--- config.mk ---
export PLATFORM = sky130hd
export DESIGN_NAME = smoothed_control_normalizer
export DESIGN_NICKNAME = d
export VERILOG_FILES = /design/src/rtl/scn_pkg.sv /design/src/rtl/scn_div.sv /design/src/rtl/smoothed_control_normalizer.sv
export SDC_FILE = /design/constraint.sdc
export NUM_CORES = 2
export LEC_CHECK = 0
export BUFFER_PORTS_ARGS = -buffer_cell sky130_fd_sc_hd__buf_2
export CORE_ASPECT_RATIO = 0.75
export CORE_MARGIN = 5
export CORE_UTILIZATION = 58
export DETAILED_ROUTE_END_ITERATION = 12
export PLACE_DENSITY = 0.85
export SLEW_MARGIN = 20
export SYNTH_ARGS = -nofsm -noshare
export SYNTH_HDL_FRONTEND = slang
export SYNTH_SLANG_ARGS = --single-unit
--- constraint.sdc ---
create_clock -name clock -period 18.6 [get_ports clock]
set_input_delay 0.93 -clock clock [delete_from_list [all_inputs] [get_ports clock]]
set_output_delay 0.93 -clock clock [all_outputs]
set_load 0.02 [all_outputs]
--- src/rtl/scn_pkg.sv ---
package scn_pkg;

   localparam int unsigned NORM_MAX = 65535;

   localparam int unsigned DATA_W  = 32;
   localparam int unsigned NORM_W  = 16;
   localparam int unsigned SPAN_W  = 16;
   localparam int unsigned DB_W    = 31;
   localparam int unsigned PROD_W  = DATA_W + NORM_W;
   localparam int unsigned NUM_W   = PROD_W + 2;
   localparam int unsigned DIV_W   = DATA_W + 2;
   localparam int unsigned QBITS_W = DATA_W + 1;
   localparam int unsigned CNT_W   = 6;

   localparam int unsigned REQ_DATA_W = 80;
   localparam int unsigned RSP_DATA_W = 88;
   localparam int unsigned CSR_ADDR_W = 3;

   localparam logic [CSR_ADDR_W-1:0] CSR_MINIMUM   = 3'd0;
   localparam logic [CSR_ADDR_W-1:0] CSR_MAXIMUM   = 3'd1;
   localparam logic [CSR_ADDR_W-1:0] CSR_DEADBAND  = 3'd2;
   localparam logic [CSR_ADDR_W-1:0] CSR_SMOOTHING = 3'd3;
   localparam logic [CSR_ADDR_W-1:0] CSR_INVERT    = 3'd4;

   localparam logic MODE_SAMPLE = 1'b0;
   localparam logic MODE_FORCE  = 1'b1;

   // one division job: partial remainder preload, dividend bits MSB first
   typedef struct packed {
      logic [DIV_W-1:0]   rem_init;
      logic [QBITS_W-1:0] bits;
      logic [CNT_W-1:0]   count;
      logic [DIV_W-1:0]   divisor;
   } div_cmd_type;

endpackage

--- src/rtl/scn_div.sv ---
module scn_div (
   input  logic                         clock,
   input  logic                         reset,
   input  logic                         start,
   input  scn_pkg::div_cmd_type         cmd,
   output logic                         done,
   output logic [scn_pkg::QBITS_W-1:0]  quotient
);
   import scn_pkg::*;

   logic [DIV_W-1:0]   rem_ff, rem_in;
   logic [QBITS_W-1:0] bits_ff, bits_in;
   logic [QBITS_W-1:0] quo_ff, quo_in;
   logic [DIV_W-1:0]   divisor_ff;
   logic [CNT_W-1:0]   cnt_ff, cnt_in;
   logic               busy_ff, busy_in;
   logic               done_ff, done_in;

   logic [DIV_W:0] trial;
   logic           fits;

   // one restoring step per cycle
   assign trial = {rem_ff, bits_ff[QBITS_W-1]};
   assign fits  = trial >= {1'b0, divisor_ff};

   always_comb begin
      rem_in  = rem_ff;
      bits_in = bits_ff;
      quo_in  = quo_ff;
      cnt_in  = cnt_ff;
      busy_in = busy_ff;
      done_in = 1'b0;
      if (start) begin
         rem_in  = cmd.rem_init;
         bits_in = cmd.bits;
         quo_in  = '0;
         cnt_in  = cmd.count;
         busy_in = 1'b1;
      end else if (busy_ff) begin
         rem_in  = fits ? DIV_W'(trial - {1'b0, divisor_ff}) : trial[DIV_W-1:0];
         bits_in = {bits_ff[QBITS_W-2:0], 1'b0};
         quo_in  = {quo_ff[QBITS_W-2:0], fits};
         cnt_in  = cnt_ff - CNT_W'(1);
         if (cnt_ff == CNT_W'(1)) begin
            busy_in = 1'b0;
            done_in = 1'b1;
         end
      end
   end

   always_ff @(posedge clock) begin
      if (reset) begin
         busy_ff <= 1'b0;
         done_ff <= 1'b0;
         cnt_ff  <= '0;
      end else begin
         busy_ff <= busy_in;
         done_ff <= done_in;
         cnt_ff  <= cnt_in;
      end
      rem_ff  <= rem_in;
      bits_ff <= bits_in;
      quo_ff  <= quo_in;
      if (start) begin
         divisor_ff <= cmd.divisor;
      end
   end

   assign done     = done_ff;
   assign quotient = quo_ff;

endmodule

--- src/rtl/smoothed_control_normalizer.sv ---
// Smoothed control normalizer: turns timestamped Q16.16 sensor samples into
// a 16-bit normalized control position through a time-weighted exponential
// filter, a deadband gate, clamping, optional inversion and rounding.
// Channels: req_ carries one item (mode in tuser; sample, time_ms,
// forced_value in tdata), rsp_ returns exactly one result item per request.
// csr_ writes the five configuration registers; write only while idle.
// A filtered sample passes twice through the one shared restoring divider,
// which runs 33 steps for the filter step and 17 steps for the position.
// Seeding or unfiltered samples skip the first division; a suppressed
// sample skips the second; a force item skips both divisions. One item is
// in work at a time; req_tready is high only while the sequencer is idle,
// so the next item is taken after the result reaches the output register.
// The result sits in an output register: a new item may be accepted while
// it waits, and the sequencer holds its last step until the receiver takes
// the previous result.
// Reset (synchronous, active high) clears filter state, the generation
// counter and the output, and returns the registers to their defaults.
module smoothed_control_normalizer (
   input  logic                               clock,
   input  logic                               reset,
   input  logic                               req_tvalid,
   output logic                               req_tready,
   input  logic [scn_pkg::REQ_DATA_W-1:0]     req_tdata,  // sample, time_ms, forced_value
   input  logic                               req_tuser,  // mode
   output logic                               rsp_tvalid,
   input  logic                               rsp_tready,
   // normalized, value_valid, changed, suppressed, generation, filtered, zero pad
   output logic [scn_pkg::RSP_DATA_W-1:0]     rsp_tdata,
   input  logic                               csr_we,
   input  logic [scn_pkg::CSR_ADDR_W-1:0]     csr_addr,
   input  logic [scn_pkg::DATA_W-1:0]         csr_wdata
);
   import scn_pkg::*;

   localparam logic [3:0] ST_IDLE  = 4'd0;
   localparam logic [3:0] ST_FILT  = 4'd1;
   localparam logic [3:0] ST_FMUL  = 4'd2;
   localparam logic [3:0] ST_FGO   = 4'd3;
   localparam logic [3:0] ST_FWAIT = 4'd4;
   localparam logic [3:0] ST_GATE  = 4'd5;
   localparam logic [3:0] ST_NMUL  = 4'd6;
   localparam logic [3:0] ST_NGO   = 4'd7;
   localparam logic [3:0] ST_NWAIT = 4'd8;
   localparam logic [3:0] ST_OUT   = 4'd9;

   // configuration
   logic signed [DATA_W-1:0] min_ff, max_ff;
   logic [DB_W-1:0]          deadband_ff;
   logic [SPAN_W-1:0]        span_ff;
   logic                     invert_ff;

   // item
   logic                     mode_ff;
   logic signed [DATA_W-1:0] sample_ff;
   logic [DATA_W-1:0]        now_ff;
   logic [NORM_W-1:0]        forced_ff;

   // control state
   logic [3:0]               state_ff, state_in;
   logic                     seeded_ff;
   logic signed [DATA_W-1:0] filter_ff;
   logic signed [DATA_W-1:0] published_ff;
   logic [DATA_W-1:0]        last_time_ff;
   logic                     has_out_ff;
   logic [NORM_W-1:0]        level_ff;
   logic [DATA_W-1:0]        gen_ff;
   logic                     changed_ff, suppressed_ff;

   // datapath scratch
   logic [DATA_W-1:0]        mag_ff;
   logic                     neg_ff;
   logic [SPAN_W-1:0]        elapsed_ff;
   logic [PROD_W-1:0]        prod_ff;
   logic [DATA_W-1:0]        p_ff, range_ff;

   // output register
   logic                     rsp_valid_ff;
   logic [RSP_DATA_W-1:0]    rsp_data_ff;

   // divider
   div_cmd_type              div_cmd;
   logic                     div_start, div_done;
   logic [QBITS_W-1:0]       div_q;

   // combinational helpers
   logic signed [DATA_W:0]   diff;
   logic [DATA_W-1:0]        elapsed_raw;
   logic [DATA_W-1:0]        elapsed;
   logic                     direct;
   logic signed [DATA_W:0]   gap_s;
   logic [DATA_W:0]          gap;
   logic                     suppress;
   logic signed [DATA_W:0]   range_s, offset_s;
   logic                     range_pos, le_min, ge_max;
   logic [DATA_W-1:0]        rng, p_raw;
   logic [DATA_W-1:0]        mul_a;
   logic [NORM_W-1:0]        mul_b;
   logic [NUM_W-1:0]         num;
   logic [NORM_W-1:0]        take_v;
   logic                     take_en, take_chg;

   scn_div u_div (
      .clock    (clock),
      .reset    (reset),
      .start    (div_start),
      .cmd      (div_cmd),
      .done     (div_done),
      .quotient (div_q)
   );

   assign req_tready = (state_ff == ST_IDLE);

   // filter step decisions
   assign diff        = (DATA_W+1)'(sample_ff) - (DATA_W+1)'(filter_ff);
   assign elapsed_raw = now_ff - last_time_ff;
   assign elapsed     = (elapsed_raw == '0) ? DATA_W'(1) : elapsed_raw;
   assign direct      = !seeded_ff || (span_ff == '0) ||
                        (elapsed >= DATA_W'(span_ff));

   // deadband gate
   assign gap_s    = (DATA_W+1)'(filter_ff) - (DATA_W+1)'(published_ff);
   assign gap      = gap_s[DATA_W] ? (DATA_W+1)'(-gap_s) : gap_s;
   assign suppress = has_out_ff && (deadband_ff != '0) &&
                     (gap < (DATA_W+1)'(deadband_ff));

   // clamp and offset
   assign range_s   = (DATA_W+1)'(max_ff) - (DATA_W+1)'(min_ff);
   assign range_pos = !range_s[DATA_W] && (range_s != '0);
   assign le_min    = filter_ff <= min_ff;
   assign ge_max    = filter_ff >= max_ff;
   assign offset_s  = (DATA_W+1)'(filter_ff) - (DATA_W+1)'(min_ff);
   assign rng       = range_pos ? range_s[DATA_W-1:0] : DATA_W'(1);

   always_comb begin
      if (!range_pos) begin
         p_raw = le_min ? '0 : DATA_W'(1);
      end else if (le_min) begin
         p_raw = '0;
      end else if (ge_max) begin
         p_raw = rng;
      end else begin
         p_raw = offset_s[DATA_W-1:0];
      end
   end

   // shared multiplier operands
   assign mul_a = (state_ff == ST_NMUL) ? p_ff : mag_ff;
   assign mul_b = (state_ff == ST_NMUL) ? NORM_W'(NORM_MAX) : elapsed_ff;

   // rounded quotient: (2*prod + d) / (2*d)
   always_comb begin
      div_cmd = '0;
      if (state_ff == ST_NGO) begin
         num = {1'b0, prod_ff, 1'b0} + NUM_W'(range_ff);
         div_cmd.rem_init = DIV_W'(num[NUM_W-1:17]);
         div_cmd.bits     = {num[16:0], 16'b0};
         div_cmd.count    = CNT_W'(17);
         div_cmd.divisor  = {1'b0, range_ff, 1'b0};
      end else begin
         num = {1'b0, prod_ff, 1'b0} + NUM_W'(span_ff);
         div_cmd.rem_init = DIV_W'(num[NUM_W-1:QBITS_W]);
         div_cmd.bits     = num[QBITS_W-1:0];
         div_cmd.count    = CNT_W'(QBITS_W);
         div_cmd.divisor  = DIV_W'({span_ff, 1'b0});
      end
   end

   assign div_start = (state_ff == ST_FGO) || (state_ff == ST_NGO);

   // value update shared by force and publish
   assign take_v   = (state_ff == ST_FILT) ? forced_ff : div_q[NORM_W-1:0];
   assign take_en  = ((state_ff == ST_FILT) && (mode_ff == MODE_FORCE)) ||
                     ((state_ff == ST_NWAIT) && div_done);
   assign take_chg = !has_out_ff || (level_ff != take_v);

   always_comb begin
      state_in = state_ff;
      case (state_ff)
         ST_IDLE:  if (req_tvalid) state_in = ST_FILT;
         ST_FILT: begin
            if (mode_ff == MODE_FORCE) begin
               state_in = ST_OUT;
            end else if (direct) begin
               state_in = ST_GATE;
            end else begin
               state_in = ST_FMUL;
            end
         end
         ST_FMUL:  state_in = ST_FGO;
         ST_FGO:   state_in = ST_FWAIT;
         ST_FWAIT: if (div_done) state_in = ST_GATE;
         ST_GATE:  state_in = suppress ? ST_OUT : ST_NMUL;
         ST_NMUL:  state_in = ST_NGO;
         ST_NGO:   state_in = ST_NWAIT;
         ST_NWAIT: if (div_done) state_in = ST_OUT;
         ST_OUT:   if (!rsp_valid_ff || rsp_tready) state_in = ST_IDLE;
         default:  state_in = ST_IDLE;
      endcase
   end

   always_ff @(posedge clock) begin
      if (reset) begin
         state_ff      <= ST_IDLE;
         min_ff        <= '0;
         max_ff        <= DATA_W'(65536);
         deadband_ff   <= '0;
         span_ff       <= '0;
         invert_ff     <= 1'b0;
         seeded_ff     <= 1'b0;
         filter_ff     <= '0;
         published_ff  <= '0;
         last_time_ff  <= '0;
         has_out_ff    <= 1'b0;
         level_ff      <= '0;
         gen_ff        <= '0;
         changed_ff    <= 1'b0;
         suppressed_ff <= 1'b0;
         rsp_valid_ff  <= 1'b0;
      end else begin
         state_ff <= state_in;

         if (csr_we) begin
            case (csr_addr)
               CSR_MINIMUM:   min_ff      <= csr_wdata;
               CSR_MAXIMUM:   max_ff      <= csr_wdata;
               CSR_DEADBAND:  deadband_ff <= csr_wdata[DB_W-1:0];
               CSR_SMOOTHING: span_ff     <= csr_wdata[SPAN_W-1:0];
               CSR_INVERT:    invert_ff   <= csr_wdata[0];
               default: ;
            endcase
         end

         if (state_ff == ST_FILT) begin
            suppressed_ff <= 1'b0;
            if (mode_ff == MODE_SAMPLE) begin
               changed_ff   <= 1'b0;
               last_time_ff <= now_ff;
               seeded_ff    <= 1'b1;
               if (direct) begin
                  filter_ff <= sample_ff;
               end
            end
         end

         if (state_ff == ST_FWAIT && div_done) begin
            filter_ff <= neg_ff ? filter_ff - div_q[DATA_W-1:0]
                                : filter_ff + div_q[DATA_W-1:0];
         end

         if (state_ff == ST_GATE) begin
            if (suppress) begin
               suppressed_ff <= 1'b1;
            end else begin
               published_ff <= filter_ff;
            end
         end

         if (take_en) begin
            changed_ff <= take_chg;
            if (take_chg) begin
               has_out_ff <= 1'b1;
               level_ff   <= take_v;
               gen_ff     <= gen_ff + DATA_W'(1);
            end
         end

         if (state_ff == ST_OUT && (!rsp_valid_ff || rsp_tready)) begin
            rsp_valid_ff <= 1'b1;
         end else if (rsp_tready) begin
            rsp_valid_ff <= 1'b0;
         end
      end

      if (req_tvalid && req_tready) begin
         mode_ff   <= req_tuser;
         sample_ff <= req_tdata[31:0];
         now_ff    <= req_tdata[63:32];
         forced_ff <= req_tdata[79:64];
      end

      if (state_ff == ST_FILT) begin
         neg_ff     <= diff[DATA_W];
         mag_ff     <= diff[DATA_W] ? DATA_W'(-diff) : diff[DATA_W-1:0];
         elapsed_ff <= elapsed[SPAN_W-1:0];
      end

      if (state_ff == ST_FMUL || state_ff == ST_NMUL) begin
         prod_ff <= mul_a * mul_b;
      end

      if (state_ff == ST_GATE) begin
         range_ff <= rng;
         p_ff     <= invert_ff ? rng - p_raw : p_raw;
      end

      if (state_ff == ST_OUT && (!rsp_valid_ff || rsp_tready)) begin
         rsp_data_ff <= {5'b0, filter_ff, gen_ff, suppressed_ff, changed_ff,
                         has_out_ff, level_ff};
      end
   end

   assign rsp_tvalid = rsp_valid_ff;
   assign rsp_tdata  = rsp_data_ff;

endmodule

==> impl_metrics.env <==
export IMPL_syn_to_final_growth_pct=7.85
export IMPL_die_x_um=395
export IMPL_timing_rr_start="state_ff[3]$_SDFFE_PP0P_"
export IMPL_totalWireLength_um=207000
export IMPL_htreeDepth=3
export IMPL_setup_viol=0
export IMPL_grt_pass1_wl_um=316000
export IMPL_status="complete, no violations"
export IMPL_hold_viol=0
export IMPL_grt_max_degree=110
export IMPL_post_cts_buffers=0
export IMPL_ys_flop_type="edfxtp_1"
export IMPL_ff2ff_path_depth=30
export IMPL_fillers=9053
export IMPL_timing_final_crit_period_ns=10.18
export IMPL_fin_tns_setup_ns=0
export IMPL_grt_pass1_vias=53131
export IMPL_drive_above_1_share=0.0766
export IMPL_ys_types=115
export IMPL_gp_congestion=1.02
export IMPL_synth_avg_cell_area_um2=8.83
export IMPL_worstHoldEndpoint="forced_ff[6]$_DFFE_PP_"
export IMPL_hold_slack_ns=0.402
export IMPL_startpoint="state_ff[3]$_SDFFE_PP0P_"
export IMPL_start_util=0.581
export IMPL_core_area_mm2=0.111
export IMPL_reg2reg_slack_ns=8.42
export IMPL_gr_usage_met3=0.117
export IMPL_hpwl_um=162000
export IMPL_ant_nets=0
export IMPL_syn_cell_area_mm2=0.0645
export IMPL_synth_top_cell_area_share=0.197
export IMPL_drc_errors=0
export IMPL_drt_iter0_markers=6719
export IMPL_yosysSeqAreaShare=0.292
export IMPL_nets=8433
export IMPL_cts_tree="done"
export IMPL_skew_ns=0.0399
export IMPL_cts_root_buffer="clkbuf_16"
export IMPL_period_share=0.547
export IMPL_ys_seq_elements=729
export IMPL_yosys_area_top_type="edfxtp_1"
export IMPL_fmax_mhz=98.2
export IMPL_hp_class="in2reg"
export IMPL_max_stage_delay_ns=0.82
export IMPL_maxCapViolations=0
export IMPL_yosysWarnings=0
export IMPL_critical_path_most_common_cell="fa_1"
export IMPL_slew_viol_final=0
export IMPL_min_from="req_tdata[70]"
export IMPL_holdBufCountCts=0
export IMPL_overflow=0
export IMPL_vias_per_cell=6.25
export IMPL_fp_dieH_um=299
export IMPL_final_common_cell="nand2_1"
export IMPL_crit_required_ns=19.04
export IMPL_worst_slew_pin_slew_ns=1.15
export IMPL_async_flop_share=0
export IMPL_post_drt_wl_per_cell_um=23.2
export IMPL_rows=106
export IMPL_arrival_ns=10.62
export IMPL_drt_pass1_iterations=7
export IMPL_clkSinkCount=729
export IMPL_fp_dieArea_mm2=0.118
export IMPL_cp_end_kind="register"
export IMPL_vias=55730
export IMPL_port_buffers=205
export IMPL_io_pins=211
export IMPL_synth_edf_count=424
export IMPL_final_cell_mix="nand2_1, inv_1, nor2_1"
export IMPL_r2r_end="prod_ff[28]$_DFFE_PP_"
export IMPL_synthCells=7306
export IMPL_rsz0062_at_grt="false"
export IMPL_grt_use_met2=0.497
export IMPL_cp_slowest_cell="or2_0"
export IMPL_worstPathMaxFanout=67
export IMPL_clkSlewWorstSetupHoldPaths_ns=0.07
export IMPL_grt_busiest_layer="met2"
export IMPL_relSlewSlack=0.233
export IMPL_worstSkewPairLatency_ns=0.70
export IMPL_cts_buffers_inserted=76
export IMPL_cts_resized=0
export IMPL_ys_top_cells_by_area="edfxtp_1, fa_1, ha_1"
export IMPL_critical_path_startpoint_type="register"
export IMPL_cts_buffer_depth=3
export IMPL_critPathKind="reg2reg"
export IMPL_hold_depth=1
export IMPL_grt_util_all_layers=0.342
export IMPL_antenna_found_initial=25
export IMPL_use_met1=0.476
## worst max-delay path by stage
stage	endpoint	slack, ns	depth (start not counted)
3_5_place_dp	prod_ff[28]$_DFFE_PP_	8.62	30
4_1_cts	prod_ff[28]$_DFFE_PP_	8.62	30
3_3_place_gp	prod_ff[28]$_DFFE_PP_	8.76	30
6_report	prod_ff[28]$_DFFE_PP_	8.42	30
2_1_floorplan	prod_ff[28]$_DFFE_PP_	10.60	31
5_1_grt	prod_ff[28]$_DFFE_PP_	7.86	30
## area by class of cell
cell class,count,area [um2],area share
Sequential cell,729,18800,0.271
Timing Repair Buffer,289,1680,0.0242
Multi-Input combinational cell,5510,41600,0.598
Antenna cell,16,40.0,0.000575
Clock buffer,100,2170,0.0311
Inverter,775,2910,0.0418
Clock inverter,42,505,0.00726
Tap cell,1458,1820,0.0262
## layer usage
layer | share of wire | vias up
met1 | 0.41 | 26789
li1 | - | 25260
met5 | 0.00067 | -
met3 | 0.14 | 494
met4 | 0.043 | 20
met2 | 0.41 | 3167
## cells in the mapped netlist, types with 35 or more instances
library cell / instances
o211ai_1: 35
o21ai_0: 298
nor2_1: 613
nand2_1: 978
clkbuf_1: 235
ha_1: 503
and3_1: 48
dfxtp_1: 305
a21oi_1: 554
edfxtp_1: 424
xor2_1: 138
nor2b_1: 79
nand4_1: 75
fa_1: 428
a21o_1: 187
mux2i_1: 153
o21bai_1: 40
nand2b_1: 65
nor4_1: 37
xnor2_1: 305
nand3_1: 113
and2_1: 45
o21a_1: 66
a31oi_1: 62
a211oi_1: 84
mux2_2: 50
inv_1: 773
nor3_1: 96
or3_1: 39
## state kept, by name, indices dropped and copies added (netlist names), 31 cells and up
| signal | cells |
|---|---|
| u_div.rem_ff | 34 |
| u_div.quotient | 32 |
| published_ff | 32 |
| p_ff | 32 |
| prod_ff | 48 |
| filter_ff | 32 |
| deadband_ff | 31 |
| u_div.bits_ff | 33 |
| sample_ff | 32 |
| range_ff | 32 |
| mag_ff | 32 |
| last_time_ff | 32 |
| gen_ff | 32 |
| rsp_tdata | 83 |
| max_ff | 32 |
| now_ff | 32 |
| min_ff | 32 |
| u_div.divisor_ff | 32 |
## metrics by stage
stage / utilization / setup WS [ns] / instance area [um2] / std cells
final: 0.627 / 8.42 / 69600 / 8919
after global routing: 0.627 / 7.86 / 69600 / 8904
after CTS: 0.626 / 8.62 / 69500 / 8901
after detailed placement: 0.602 / 8.62 / 66800 / 8759
after global placement: 0.602 / 8.76 / 66800 / 8759
after floorplan: - / 10.60 / 64500 / 7310
## critical path: cells and delay by family (launching register included)
kind            cells  cell delay [ns]
compound gates      7             1.98
xor+xnor            1             0.08
fa+ha+maj           7             3.33
buf+inv             7             1.39
flops               1             0.44
simple gates        8             2.67
## logic make-up after synthesis
group	after synthesis	share of synthesized area
and+or+nand+nor	2312	0.162
AOI/OAI and AO/OA	1615	0.158
buffers and inverters	1071	0.0652
adders and majority gates	931	0.230
DFF	729	0.292
xor gates and xnor gates	443	0.0601
muxes	204	0.0326
other	1	0.0000581
Power is not shown: default switching activity piles up to over one toggle a cycle in this logic, so the estimate is an artifact.
